File: src/hw/rtl/bcd_pkg.sv
// ----------------------------------------------------------------------------
// bcd_pkg: shared types and constants of the block change detector
// widths of the pixel, sum and score fields, register indexes, reset values,
// divider state and the control/status structs between top and divider
// ----------------------------------------------------------------------------
`default_nettype none

package bcd_pkg;

  localparam int unsigned PIX_W      = 8;
  localparam int unsigned NUM_CHAN   = 3;
  localparam int unsigned TERM_SUM_W = 10;  // three 8 bit terms
  localparam int unsigned SUM_W      = 20;
  localparam int unsigned QUOT_W     = SUM_W - 2;  // sum after the divide by four
  localparam int unsigned SCORE_W    = 10;
  localparam int unsigned HALF_W     = 5;
  localparam int unsigned CTHR_W     = 8;
  localparam int unsigned ATHR_W     = 10;
  localparam int unsigned CFG_IDX_W  = 2;
  localparam int unsigned CFG_DATA_W = 10;
  localparam int unsigned IN_DATA_W  = 48;
  localparam int unsigned OUT_DATA_W = 32;

  // register indexes
  localparam logic [CFG_IDX_W-1:0] REG_HALF_SIDE = 2'd0;
  localparam logic [CFG_IDX_W-1:0] REG_CHAN_THR  = 2'd1;
  localparam logic [CFG_IDX_W-1:0] REG_ACT_THR   = 2'd2;

  // register reset values
  localparam logic [HALF_W-1:0] HALF_RST = 5'd5;
  localparam logic [CTHR_W-1:0] CTHR_RST = 8'd40;
  localparam logic [ATHR_W-1:0] ATHR_RST = 10'd30;

  localparam logic [SUM_W-1:0]   SUM_MAX   = {SUM_W{1'b1}};
  localparam logic [SCORE_W-1:0] SCORE_MAX = {SCORE_W{1'b1}};

  typedef enum logic [1:0] {
    DIV_IDLE,
    DIV_RUN,
    DIV_DONE
  } div_state_e;

  typedef struct packed {
    logic start;  // last item accepted, latch sum and begin
    logic take;   // result moved to the output register
  } div_ctrl_t;

  typedef struct packed {
    logic idle;
    logic done;
  } div_stat_t;

endpackage

`default_nettype wire

File: src/hw/rtl/bcd_lane.sv
// ----------------------------------------------------------------------------
// bcd_lane: one color channel lane
// absolute difference of the two frames, kept only when above the threshold
// ----------------------------------------------------------------------------
`default_nettype none

module bcd_lane (
  input  wire logic [bcd_pkg::PIX_W-1:0]  first_i,
  input  wire logic [bcd_pkg::PIX_W-1:0]  second_i,
  input  wire logic [bcd_pkg::CTHR_W-1:0] thr_i,
  output logic      [bcd_pkg::PIX_W-1:0]  term_o
);

  logic [bcd_pkg::PIX_W-1:0] diff;

  always_comb begin
    if (first_i > second_i) begin
      diff = first_i - second_i;
    end else begin
      diff = second_i - first_i;
    end
    term_o = (diff > thr_i) ? diff : '0;
  end

endmodule

`default_nettype wire

File: src/hw/rtl/bcd_merge.sv
// ----------------------------------------------------------------------------
// bcd_merge: merging stage of the channel lanes
// adds the lane terms to the running block sum, saturating, clears on last
// ----------------------------------------------------------------------------
`default_nettype none

module bcd_merge (
  input  wire logic                                            clk_i,
  input  wire logic                                            rst_ni,
  input  wire logic [bcd_pkg::NUM_CHAN-1:0][bcd_pkg::PIX_W-1:0] term_i,
  input  wire logic                                            accept_i,
  input  wire logic                                            last_i,
  output logic      [bcd_pkg::SUM_W-1:0]                       sum_o
);

  logic [bcd_pkg::SUM_W-1:0]      acc_q, acc_d;
  logic [bcd_pkg::TERM_SUM_W-1:0] add;
  logic [bcd_pkg::SUM_W:0]        total;

  always_comb begin
    add   = bcd_pkg::TERM_SUM_W'(term_i[0]) + bcd_pkg::TERM_SUM_W'(term_i[1])
          + bcd_pkg::TERM_SUM_W'(term_i[2]);
    total = {1'b0, acc_q} + (bcd_pkg::SUM_W + 1)'(add);
    // saturate instead of wrapping on overlong blocks
    sum_o = total[bcd_pkg::SUM_W] ? bcd_pkg::SUM_MAX : total[bcd_pkg::SUM_W-1:0];
    acc_d = acc_q;
    if (accept_i) begin
      acc_d = last_i ? '0 : sum_o;
    end
  end

  always_ff @(posedge clk_i or negedge rst_ni) begin
    if (!rst_ni) begin
      acc_q <= '0;
    end else begin
      acc_q <= acc_d;
    end
  end

endmodule

`default_nettype wire

File: src/hw/rtl/bcd_div.sv
// ----------------------------------------------------------------------------
// bcd_div: block score divider
// restoring divide of (sum / 4) by half^2, one quotient bit per cycle
// ----------------------------------------------------------------------------
`default_nettype none

module bcd_div #(
  parameter int unsigned MAX_HALF_SIDE = 16
) (
  input  wire logic                          clk_i,
  input  wire logic                          rst_ni,
  input  wire bcd_pkg::div_ctrl_t            ctrl_i,
  input  wire logic [bcd_pkg::SUM_W-1:0]     sum_i,
  input  wire logic [bcd_pkg::HALF_W-1:0]    half_i,
  output bcd_pkg::div_stat_t                 stat_o,
  output logic      [bcd_pkg::SUM_W-1:0]     sum_o,
  output logic      [bcd_pkg::QUOT_W-1:0]    quot_o
);

  localparam int unsigned HW    = $clog2(MAX_HALF_SIDE + 1);
  localparam int unsigned DW    = 2 * HW;
  localparam int unsigned CMP_W = (HW > bcd_pkg::HALF_W) ? HW : bcd_pkg::HALF_W;
  localparam int unsigned CNT_W = $clog2(bcd_pkg::QUOT_W + 1);

  bcd_pkg::div_state_e state_q, state_d;

  logic [CNT_W-1:0]            cnt_q, cnt_d;
  logic [bcd_pkg::QUOT_W-1:0]  quo_q, quo_d;
  logic [DW-1:0]               rem_q, rem_d;
  logic [DW-1:0]               dvs_q, dvs_d;
  logic [bcd_pkg::SUM_W-1:0]   sum_q, sum_d;

  logic [CMP_W-1:0] half_ext;
  logic [HW-1:0]    half_eff;
  logic [DW-1:0]    half_wide;
  logic [DW:0]      rem_sh;
  logic [DW:0]      rem_sub;
  logic             fits;

  // out of range half sides are clamped to 1 .. MAX_HALF_SIDE
  always_comb begin
    half_ext = CMP_W'(half_i);
    if (half_ext == '0) begin
      half_eff = HW'(1);
    end else if (half_ext > CMP_W'(MAX_HALF_SIDE)) begin
      half_eff = HW'(MAX_HALF_SIDE);
    end else begin
      half_eff = half_ext[HW-1:0];
    end
    half_wide = DW'(half_eff);
  end

  always_comb begin
    rem_sh  = {rem_q, quo_q[bcd_pkg::QUOT_W-1]};
    rem_sub = rem_sh - {1'b0, dvs_q};
    fits    = rem_sh >= {1'b0, dvs_q};
  end

  // next state
  always_comb begin
    state_d = state_q;
    case (state_q)
      bcd_pkg::DIV_IDLE: begin
        if (ctrl_i.start) begin
          state_d = bcd_pkg::DIV_RUN;
        end
      end
      bcd_pkg::DIV_RUN: begin
        if (cnt_q == CNT_W'(1)) begin
          state_d = bcd_pkg::DIV_DONE;
        end
      end
      bcd_pkg::DIV_DONE: begin
        if (ctrl_i.take) begin
          state_d = bcd_pkg::DIV_IDLE;
        end
      end
      default: state_d = bcd_pkg::DIV_IDLE;
    endcase
  end

  // datapath and outputs
  always_comb begin
    cnt_d  = cnt_q;
    quo_d  = quo_q;
    rem_d  = rem_q;
    dvs_d  = dvs_q;
    sum_d  = sum_q;
    stat_o = '{idle: 1'b0, done: 1'b0};
    case (state_q)
      bcd_pkg::DIV_IDLE: begin
        stat_o.idle = 1'b1;
        if (ctrl_i.start) begin
          cnt_d = CNT_W'(bcd_pkg::QUOT_W);
          quo_d = sum_i[bcd_pkg::SUM_W-1:2];  // divide by four is a shift
          rem_d = '0;
          dvs_d = half_wide * half_wide;
          sum_d = sum_i;
        end
      end
      bcd_pkg::DIV_RUN: begin
        cnt_d = cnt_q - CNT_W'(1);
        quo_d = {quo_q[bcd_pkg::QUOT_W-2:0], fits};
        rem_d = fits ? rem_sub[DW-1:0] : rem_sh[DW-1:0];
      end
      bcd_pkg::DIV_DONE: begin
        stat_o.done = 1'b1;
      end
      default: begin
        stat_o.idle = 1'b0;
      end
    endcase
    sum_o  = sum_q;
    quot_o = quo_q;
  end

  always_ff @(posedge clk_i or negedge rst_ni) begin
    if (!rst_ni) begin
      state_q <= bcd_pkg::DIV_IDLE;
      cnt_q   <= '0;
    end else begin
      state_q <= state_d;
      cnt_q   <= cnt_d;
    end
  end

  always_ff @(posedge clk_i) begin
    quo_q <= quo_d;
    rem_q <= rem_d;
    dvs_q <= dvs_d;
    sum_q <= sum_d;
  end

endmodule

`default_nettype wire

File: src/hw/rtl/block_change_detector_unit.sv
// ----------------------------------------------------------------------------
// block_change_detector_unit: block based frame difference change detector
// sums over-threshold RGB differences per square block and scores each block
// ----------------------------------------------------------------------------
//
// channel   direction  handshake                   payload
// s_axis    in         s_axis_tvalid/tready        tdata pixel pair, tlast end of block
// m_axis    out        m_axis_tvalid/tready        tdata sum, score, active flag
// cfg       in         cfg_valid_i/cfg_ready_o     cfg_index_i register, cfg_data_i value
//
// non-last pixels are taken one per cycle while the divider is idle, lanes and saturating
// sum settle in that cycle; a last pixel starts the divider: QUOT_W (18) quotient
// bits, one a cycle, then a hand-over, after which the next pixel is taken; a held
// result keeps the divider from handing over and the input closed until it leaves;
// with the divider idle, pixels keep accumulating behind a held result
// reset clears sum, divider and output valid; registers return to 5, 40 and 30
// ----------------------------------------------------------------------------
`default_nettype none

module block_change_detector_unit #(
  parameter int unsigned MAX_HALF_SIDE = 16
) (
  input  wire logic                               clk_i,
  input  wire logic                               rst_ni,
  // first_red, first_green, first_blue, second_red, second_green, second_blue
  input  wire logic [bcd_pkg::IN_DATA_W-1:0]      s_axis_tdata,
  input  wire logic                               s_axis_tlast,   // last_in_block
  input  wire logic                               s_axis_tvalid,
  output logic                                    s_axis_tready,
  // block_sum [19:0], block_score [29:20], block_active [30], zero [31]
  output logic      [bcd_pkg::OUT_DATA_W-1:0]     m_axis_tdata,
  output logic                                    m_axis_tvalid,
  input  wire logic                               m_axis_tready,
  input  wire logic                               cfg_valid_i,
  output logic                                    cfg_ready_o,
  input  wire logic [bcd_pkg::CFG_IDX_W-1:0]      cfg_index_i,
  input  wire logic [bcd_pkg::CFG_DATA_W-1:0]     cfg_data_i
);

  // configuration registers
  logic [bcd_pkg::HALF_W-1:0] half_q, half_d;
  logic [bcd_pkg::CTHR_W-1:0] cthr_q, cthr_d;
  logic [bcd_pkg::ATHR_W-1:0] athr_q, athr_d;

  logic [bcd_pkg::NUM_CHAN-1:0][bcd_pkg::PIX_W-1:0] first_px, second_px, term;

  logic                        in_acc;
  logic [bcd_pkg::SUM_W-1:0]   sum_next;
  bcd_pkg::div_ctrl_t          div_ctrl;
  bcd_pkg::div_stat_t          div_stat;
  logic [bcd_pkg::SUM_W-1:0]   div_sum;
  logic [bcd_pkg::QUOT_W-1:0]  div_quot;

  // output register
  logic                          out_valid_q, out_valid_d;
  logic [bcd_pkg::SUM_W-1:0]     out_sum_q, out_sum_d;
  logic [bcd_pkg::SCORE_W-1:0]   out_score_q, out_score_d;
  logic                          out_active_q, out_active_d;
  logic                          out_free;

  assign cfg_ready_o = 1'b1;

  always_comb begin
    half_d = half_q;
    cthr_d = cthr_q;
    athr_d = athr_q;
    if (cfg_valid_i) begin
      case (cfg_index_i)
        bcd_pkg::REG_HALF_SIDE: half_d = cfg_data_i[bcd_pkg::HALF_W-1:0];
        bcd_pkg::REG_CHAN_THR:  cthr_d = cfg_data_i[bcd_pkg::CTHR_W-1:0];
        bcd_pkg::REG_ACT_THR:   athr_d = cfg_data_i[bcd_pkg::ATHR_W-1:0];
        default:                half_d = half_q;  // unknown index, write dropped
      endcase
    end
  end

  always_ff @(posedge clk_i or negedge rst_ni) begin
    if (!rst_ni) begin
      half_q <= bcd_pkg::HALF_RST;
      cthr_q <= bcd_pkg::CTHR_RST;
      athr_q <= bcd_pkg::ATHR_RST;
    end else begin
      half_q <= half_d;
      cthr_q <= cthr_d;
      athr_q <= athr_d;
    end
  end

  // unpack the pixel pair: first frame channels low, second frame above
  always_comb begin
    for (int c = 0; c < bcd_pkg::NUM_CHAN; c++) begin
      first_px[c]  = s_axis_tdata[c*bcd_pkg::PIX_W +: bcd_pkg::PIX_W];
      second_px[c] = s_axis_tdata[(c+bcd_pkg::NUM_CHAN)*bcd_pkg::PIX_W +: bcd_pkg::PIX_W];
    end
  end

  // one lane per color channel
  for (genvar c = 0; c < bcd_pkg::NUM_CHAN; c++) begin : g_lane
    bcd_lane u_lane (
      .first_i  (first_px[c]),
      .second_i (second_px[c]),
      .thr_i    (cthr_q),
      .term_o   (term[c])
    );
  end

  // input is taken whenever the divider is not busy with a block score
  assign s_axis_tready = div_stat.idle;
  assign in_acc        = s_axis_tvalid && div_stat.idle;

  bcd_merge u_merge (
    .clk_i    (clk_i),
    .rst_ni   (rst_ni),
    .term_i   (term),
    .accept_i (in_acc),
    .last_i   (s_axis_tlast),
    .sum_o    (sum_next)
  );

  assign out_free      = !out_valid_q || m_axis_tready;
  assign div_ctrl.start = in_acc && s_axis_tlast;
  assign div_ctrl.take  = div_stat.done && out_free;

  bcd_div #(
    .MAX_HALF_SIDE (MAX_HALF_SIDE)
  ) u_div (
    .clk_i  (clk_i),
    .rst_ni (rst_ni),
    .ctrl_i (div_ctrl),
    .sum_i  (sum_next),
    .half_i (half_q),
    .stat_o (div_stat),
    .sum_o  (div_sum),
    .quot_o (div_quot)
  );

  // score saturates; the activity compare uses the full quotient
  always_comb begin
    out_valid_d  = out_valid_q;
    out_sum_d    = out_sum_q;
    out_score_d  = out_score_q;
    out_active_d = out_active_q;
    if (m_axis_tready) begin
      out_valid_d = 1'b0;
    end
    if (div_ctrl.take) begin
      out_valid_d  = 1'b1;
      out_sum_d    = div_sum;
      out_score_d  = (div_quot[bcd_pkg::QUOT_W-1:bcd_pkg::SCORE_W] != '0)
                   ? bcd_pkg::SCORE_MAX : div_quot[bcd_pkg::SCORE_W-1:0];
      out_active_d = div_quot > bcd_pkg::QUOT_W'(athr_q);
    end
  end

  always_ff @(posedge clk_i or negedge rst_ni) begin
    if (!rst_ni) begin
      out_valid_q <= 1'b0;
    end else begin
      out_valid_q <= out_valid_d;
    end
  end

  always_ff @(posedge clk_i) begin
    out_sum_q    <= out_sum_d;
    out_score_q  <= out_score_d;
    out_active_q <= out_active_d;
  end

  assign m_axis_tvalid = out_valid_q;
  assign m_axis_tdata  = {1'b0, out_active_q, out_score_q, out_sum_q};

endmodule

`default_nettype wire

File: config.mk
export PLATFORM = sky130hd
export DESIGN_NAME = block_change_detector_unit
export DESIGN_NICKNAME = d
export VERILOG_FILES = /design/src/hw/rtl/bcd_pkg.sv /design/src/hw/rtl/bcd_lane.sv /design/src/hw/rtl/bcd_merge.sv /design/src/hw/rtl/bcd_div.sv /design/src/hw/rtl/block_change_detector_unit.sv
export SDC_FILE = /design/constraint.sdc
export NUM_CORES = 1
export LEC_CHECK = 0
export BUFFER_PORTS_ARGS = -buffer_cell sky130_fd_sc_hd__buf_4
export CELL_PAD_IN_SITES_DETAIL_PLACEMENT = 0
export CELL_PAD_IN_SITES_GLOBAL_PLACEMENT = 2
export CORE_MARGIN = 1.5
export CORE_UTILIZATION = 35
export CTS_CLUSTER_SIZE = 10
export DETAILED_ROUTE_END_ITERATION = 12
export PLACE_DENSITY_LB_ADDON = 0.05
export SLEW_MARGIN = 20
export SYNTH_ARGS = -nofsm -noshare
export SYNTH_HDL_FRONTEND = slang
export SYNTH_SLANG_ARGS = --single-unit
export TNS_END_PERCENT = 50
File: constraint.sdc
create_clock -name clk_i -period 10.1 [get_ports clk_i]
set_input_delay 1.01 -clock clk_i [delete_from_list [all_inputs] [get_ports clk_i]]
set_output_delay 1.01 -clock clk_i [all_outputs]
set_load 0.1 [all_outputs]
==> results of run 1 <==
Yosys cell counts, drive strengths merged (23+ instances only):
cell    instances
ha            130
inv           106
edfxtp         88
nand2          68
nor2           60
a21oi          59
dfrtp          43
o21ai          40
mux2           39
xnor2          37
nor2b          33
a21o           23
per-layer routing:
layer	share of wire [%]	up-vias
met3	2.4	17
li1	-	3831
met1	48	3486
met4	1.4	0
met5	0	-
met2	48	116
layout make-up:
cell class              count  area [um2]
multi-input cells         747        5850
well taps                 384         480
fillers                  2945       16800
repair buffers            107         803
inverters                 107         402
clock buffers              19         443
flip-flops and latches    139        3930
clock inverters            13         131
how the worst max path moves through the flow:
stage,cells past startpoint,from,to,slack (ps)
2_1_floorplan,35,s_axis_tdata[5],u_div.quot_o[12]$_DFFE_PP_,2300
3_3_place_gp,38,s_axis_tdata[13],u_div.quot_o[9]$_DFFE_PP_,1310
3_5_place_dp,38,s_axis_tdata[13],u_div.quot_o[9]$_DFFE_PP_,1290
4_1_cts,38,s_axis_tdata[13],u_div.quot_o[9]$_DFFE_PP_,1710
5_1_grt,38,s_axis_tdata[13],u_div.quot_o[9]$_DFFE_PP_,1000
6_report,38,s_axis_tdata[13],u_div.quot_o[9]$_DFFE_PP_,1700
cells by family (layout without fill, tap and decap cells):
logic type,after synthesis,count (layout),synth area share [%]
fa+ha+maj,142,142,18.1
mux,59,59,6.23
other cells,2,5,0.0728
compound gates,226,226,14.9
xor+xnor,54,54,4.58
flops,139,139,38.1
simple gates,261,261,12.7
buf+inv,137,246,5.35
power by group:
group / internal, W / switching, W / total, W
registers: 0.000841 / 0.0000873 / 0.000928
logic: 0.000706 / 0.00107 / 0.00177
clock network: 0.000352 / 0.000259 / 0.000611
total: 0.00190 / 0.00141 / 0.00331
stage by stage:
| stage | std cells | hold slack (ps) | setup WS, ps |
|---|---|---|---|
| after floorplan | 1023 | 400 | 2300 |
| after global placement | 1484 | 401 | 1310 |
| after detailed placement | 1484 | 407 | 1290 |
| after CTS | 1516 | 421 | 1710 |
| after global routing | 1516 | 428 | 1000 |
| final | 1516 | 419 | 1700 |
flip-flops by register name, summed over array words and instances, names as in the netlist:
register and cells:
out_sum_q 20, cthr_q 8, u_div.state_q 2, u_div.sum_o 20
out_score_q 10, u_div.dvs_q 9, u_div.cnt_q 5, out_active_q 1
u_div.rem_q 10, u_div.quot_o 18, athr_q 10, m_axis_tvalid 1
half_q 5, u_merge.acc_q 20
==> metrics, run 1 <==
Least-Margin Pin Slew=~800 ps; Ys Warns=0; I/O pin total=101; first-pass GRT wire length=around 39 mm; Min-Delay Path Class=flop to flop; vias in the first global route=7536; Synth cell types=69; Lkg Pwr=about 5.5 nW; Synth area leader=edfxtp_1; startpoint types=primary input; initial core utilization=a little over a third; clk_skew=12.4 ps; DP Wirelength=around 19 mm; Pwr Total=between 0.003 and 0.004 W; CTS tree=built; maximum VDD drop=0.131 mV; Arrival @ worst endpoint=between 8000 and 9000 ps; cts bufs inserted=17; core box area=28900 um2; maxcap violations=0; Post-synth EDFFs=just under 90; Non-Filler Cell Area, Final=12000 um2; Final GP Congestion=0.781; GR Util met2=a little over a quarter; # DRC=0; Antenna Cells=0; Resize count post-CTS=0; RSZ-0062 raised after global routing=false; CTS Buffer Depth=2; Syn Area/Cell=10.1 um2; Skew-Pair Late Insertion Delay=430 ps; worst r2r path cells=29; I/O Buffers=98; most frequent cells in the layout=130 x ha_1, 107 x buf_4, 106 x inv_1; top-area cell type share of the netlist area=25.6%; H-tree Lvls=4; leading post-synthesis cells by cell area=edfxtp_1 26%, ha_1 16%, dfrtp_1 10%, mux2_2 4.1%, inv_1 3.9%; Reg clk slew, reported paths=60 ps; Hold Crit Start=u_div.sum_o[6]$_DFFE_PP_; Die Area=30500 um2; grt ovf=0; status=complete, no violations; Vias=7450; Tmin final=8400 ps; antenna violations before repair=0; fraction of registers with async set/reset=36.7%; NumNets Final=1327; proportion of layout cells with a drive suffix above 1=18.4%; FMAX=119 MHz; ys flop type=edfxtp_1; critical path buffer and inverter count=4; Rows=62; post-synthesis sequential area ratio=38.1%; final hold violations=0; Reg-to-Reg Start=cthr_q[1]$_DFFE_PN0P_; # clock sinks=139; Netlist Area Pre-Place=10300 um2; WL/cell=between 15 and 20 um; Slew Viols, Final=0; post-CTS setup buffer count=0; GRT Overall Usage=between 15 and 20%; #FFs+latches synth=139; Area after DPL=approximately 11000 um2; CP delay by family, top=compound AO/OA/AOI/OAI gates; total wire length=23.8 mm; commonest non-fill, non-tap cell in the layout=ha_1; drt first-iter violations=299; CP Capture Type=flop; power density over the cells=between 200 and 300 nW/um2; Critical Path Fanout Max=14; worst r2r dst=u_div.quot_o[9]$_DFFE_PP_; Hold-fix buffers, CTS=0; Root Buffer=clkbuf_16; endpoints failing setup=0; Syn Inst Count=1020; Worst Setup Path Type=primary input to flop; largest net degree at the start of global routing=52; DRT Pass-1 Iters=4; die extent in y=roughly 170 um; post-DR vias/cell=just under 5; chip width=175 um; Layout area overhead=16.7%; Post-Route Setup TNS=0 ps; post-route clock period utilization=83.2%; Hold EP=out_sum_q[6]$_DFFE_PP_; post-layout util=a little over two fifths; busiest layer in global routing=met2; met1 GRT Util=21.2%; Reg2Reg Setup Slack=3750 ps; Worst Path Required=between 10000 and 15000 ps; Final ANT Viol Nets=0; WHS Path Cells=0; Crit-path slowest cell=a2111o_1; headroom to the max-slew limit=between 40 and 50%; met3 Use GR=2.15%; CP max stage delay=480 ps
Power figures use the tool's default switching activity.
==> inputs of run 2 (changes only) <==
Settings changed: ABC_AREA set to 1.
Clock period 10.1 ns to 8.1 ns, I/O delays scaled along.
==> run 2 against run 1 <==
Critical path type unchanged. Largest cell class unchanged. Setup slack got worse by 740 ps. Clock skew decreased by 3.0 ps. Count of clock-buffer cells in the layout decreased by 1. Register-to-register slack got worse by 1400 ps. Utilization decreased by 0.33 points. Die area increased by 7.0%. Final area increased by 6.0%. Critical path depth increased by 8.
==> metrics, run 2 <==
worst r2r dst=u_div.quot_o[7]$_DFFE_PP_ (was u_div.quot_o[9]$_DFFE_PP_); setup ws final=954 ps (was 1700 ps); leading post-synthesis cells by cell area=edfxtp_1 24%, ha_1 15%, nand2_1 13%, dfrtp_1 9.7%, inv_1 8.2% (was edfxtp_1 26%, ha_1 16%, dfrtp_1 10%, mux2_2 4.1%, inv_1 3.9%); headroom to the max-slew limit=30.8% (was 46.5%); Ys Warns=0 (unchanged); clk_skew=9.38 ps (was 12.4 ps); Pwr Total=0.00558 W (was 0.00331 W); Vias=9074 (was 7450); final hold violations=0 (unchanged); vias in the first global route=8909 (was 7536); top-count cell post-synth=nand2_1 (was ha_1); # DRC=0 (unchanged); Rows=64 (was 62); Final GP Congestion=0.848 (was 0.781); startpoint types=primary input (unchanged); RSZ-0062 raised after global routing=false (unchanged); Die Area=32600 um2 (was 30500 um2); grt ovf=0 (unchanged); Root Buffer=clkbuf_16 (unchanged); initial core utilization=35.8% (was 35.7%); CP max stage delay=460 ps (was 480 ps); cts bufs inserted=17 (unchanged); NumNets Final=1740 (was 1327); Worst Setup Path Type=primary input to flop (unchanged); Min-Delay Path Class=flop to flop (unchanged); GRT Overall Usage=18.0% (was 16.1%); Lkg Pwr=6.56 nW (was 5.52 nW); Reg clk slew, reported paths=60 ps (about the same); I/O Buffers=98 (unchanged); Synth area leader=edfxtp_1 (unchanged); I/O pin total=101 (unchanged); Crit-path slowest cell=fa_1 (was a2111o_1); DP Wirelength=23.3 mm (was 18.8 mm); #FFs+latches synth=139 (unchanged); Arrival @ worst endpoint=7290 ps (was 8580 ps); Tmin final=7150 ps; CTS tree=built (unchanged); pre-CTS setup slack=361 ps (was 1290 ps); most frequent cells in the layout=384 x nand2_1, 242 x inv_1, 130 x ha_1 (was 130 x ha_1, 107 x buf_4, 106 x inv_1); total wire length=28.6 mm (was 23.8 mm); Layout area overhead=15.5% (was 16.7%); largest net degree at the start of global routing=52 (unchanged); worst r2r path cells=34 (was 29); endpoints failing setup=0 (unchanged); Skew-Pair Late Insertion Delay=430 ps (about the same); Syn Area/Cell=7.72 um2 (was 10.1 um2); Worst Path Required=8240 ps (was 10280 ps); maxcap violations=0 (unchanged); area of the multi-input gates=6060 um2 (was 5850 um2); Area after DPL=12200 um2 (was 11500 um2); WL/cell=14.7 um (was 15.7 um); Final ANT Viol Nets=0 (unchanged); Hold EP=out_sum_q[17]$_DFFE_PP_ (was out_sum_q[6]$_DFFE_PP_); commonest non-fill, non-tap cell in the layout=nand2_1 (was ha_1); post-route clock period utilization=88.2%; power density over the cells=437 nW/um2 (was 275 nW/um2); Antenna Cells=0 (unchanged); Synth cell types=46 (was 69); Critical Path Fanout Max=9 (was 14); Least-Margin Pin Slew=1040 ps (was 800 ps); Reg-to-Reg Start=cthr_q[3]$_DFFE_PN1P_ (was cthr_q[1]$_DFFE_PN0P_); chip width=181 um (was 175 um); H-tree Lvls=4 (unchanged); most used cell, CP=nand2_1; post-DR vias/cell=4.67 (was 4.91); CP Capture Type=flop (unchanged); Hold-fix buffers, CTS=0 (unchanged); ys flop type=edfxtp_1 (unchanged); antenna violations before repair=0 (unchanged); die extent in y=181 um (was 175 um); DRT Pass-1 Iters=5 (was 4); Reg area=3930 um2 (unchanged); Netlist Area Pre-Place=11100 um2 (was 10300 um2); proportion of layout cells with a drive suffix above 1=11.3% (was 18.4%); Hold Crit Start=u_div.sum_o[17]$_DFFE_PP_ (was u_div.sum_o[6]$_DFFE_PP_); top cells by count, synth=385 x nand2_1, 242 x inv_1, 130 x ha_1 (was 130 x ha_1, 106 x inv_1, 88 x edfxtp_1); FMAX=around 140 MHz; status=complete, no violations (unchanged); fraction of registers with async set/reset=36.7% (unchanged); Reg2Reg Setup Slack=2360 ps (was 3750 ps); core box area=30800 um2 (was 28900 um2); Worst Setup SP=s_axis_tdata[0] (was s_axis_tdata[13]); top-area cell type share of the netlist area=23.9% (was 25.6%); first-pass GRT wire length=46.6 mm (was 38.9 mm); drt first-iter violations=412 (was 299); Non-Filler Cell Area, Final=12800 um2 (was 12000 um2); CTS Buffer Depth=2 (unchanged); maximum VDD drop=0.213 mV (was 0.131 mV); WHS Path Cells=0 (unchanged); Post-Route Setup TNS=0 ps (unchanged); Slew Viols, Final=0 (unchanged); Post-synth EDFFs=88 (unchanged); post-synthesis sequential area ratio=35.6% (was 38.1%); fill count=3227 (was 2945); Syn Inst Count=1432 (was 1020); # clock sinks=139 (unchanged)
run 2: cell count changes after synthesis, sizes merged, moves of 33 or more:
cell | before | now
nand2 | 68 | 398
mux2 | 39 | 0
o21ai | 40 | 80
nor2b | 33 | 0
nand3 | 19 | 72
nor2 | 60 | 125
inv | 106 | 249
run 2: cell type report:
cell class	instances	share of cell area, %
Clock buffer	18	3.36
Clock inverter	14	0.853
Inverter	250	7.35
Multi-Input combinational cell	1019	47.5
Sequential cell	139	30.8
Tap cell	396	3.88
Timing Repair Buffer	105	6.28
run 2: kinds of logic after synthesis:
family | Yosys count | share of synthesized area, %
buffers and inverters | 277 | 9.79
adder cells (fa/ha/maj) | 142 | 16.9
AO/OA/AOI/OAI | 191 | 9.38
flip-flops | 139 | 35.6
AND/OR/NAND/NOR | 621 | 23.6
XOR/XNOR | 60 | 4.76
other | 2 | 0.0680
run 2: where the power goes:
part           internal (W)  switching (W)
combinational       0.00118        0.00240
sequential          0.00115       0.000125
clock              0.000396       0.000326
run 2: worst max path at each step:
stage | endpoint | cells after the start | slack (ps)
3_3_place_gp | u_div.quot_o[7]$_DFFE_PP_ | 46 | 510
6_report | u_div.quot_o[7]$_DFFE_PP_ | 46 | 950
2_1_floorplan | u_div.quot_o[3]$_DFFE_PP_ | 44 | 1340
4_1_cts | u_div.quot_o[7]$_DFFE_PP_ | 46 | 800
5_1_grt | u_div.quot_o[7]$_DFFE_PP_ | 46 | 150
3_5_place_dp | u_div.quot_o[7]$_DFFE_PP_ | 46 | 360
run 2: repair_timing:
action                                  CTS  global route
endpoints found under the setup margin    0             1
setup buffers                             0             0
gates resized for setup                   0             1
hold endpoints to repair                  0             0
run 2: per-layer routing:
layer,vias to the layer above,share of wire (%),GRT usage (%)
met5,-,0,0
met4,0,0.79,4.20
met3,16,2.7,2.52
met2,132,49,31.7
met1,4146,47,23.4
li1,4780,-,-
run 2: worst max-delay path, delay by kind of cell:
family,cells,cell delay [ps]
simple gates,19,2010
xor+xnor,2,310
compound gates,9,1260
buf+inv,9,730
fa+ha+maj,7,2170
run 2: metrics by stage:
stage               util (%)  hold slack, ps  instances
global route            41.4             423       1941
floorplan                  -             400       1435
CTS                     41.4             421       1941
global placement        39.6             402       1909
detailed placement      39.6             405       1909
finish                  41.4             421       1941
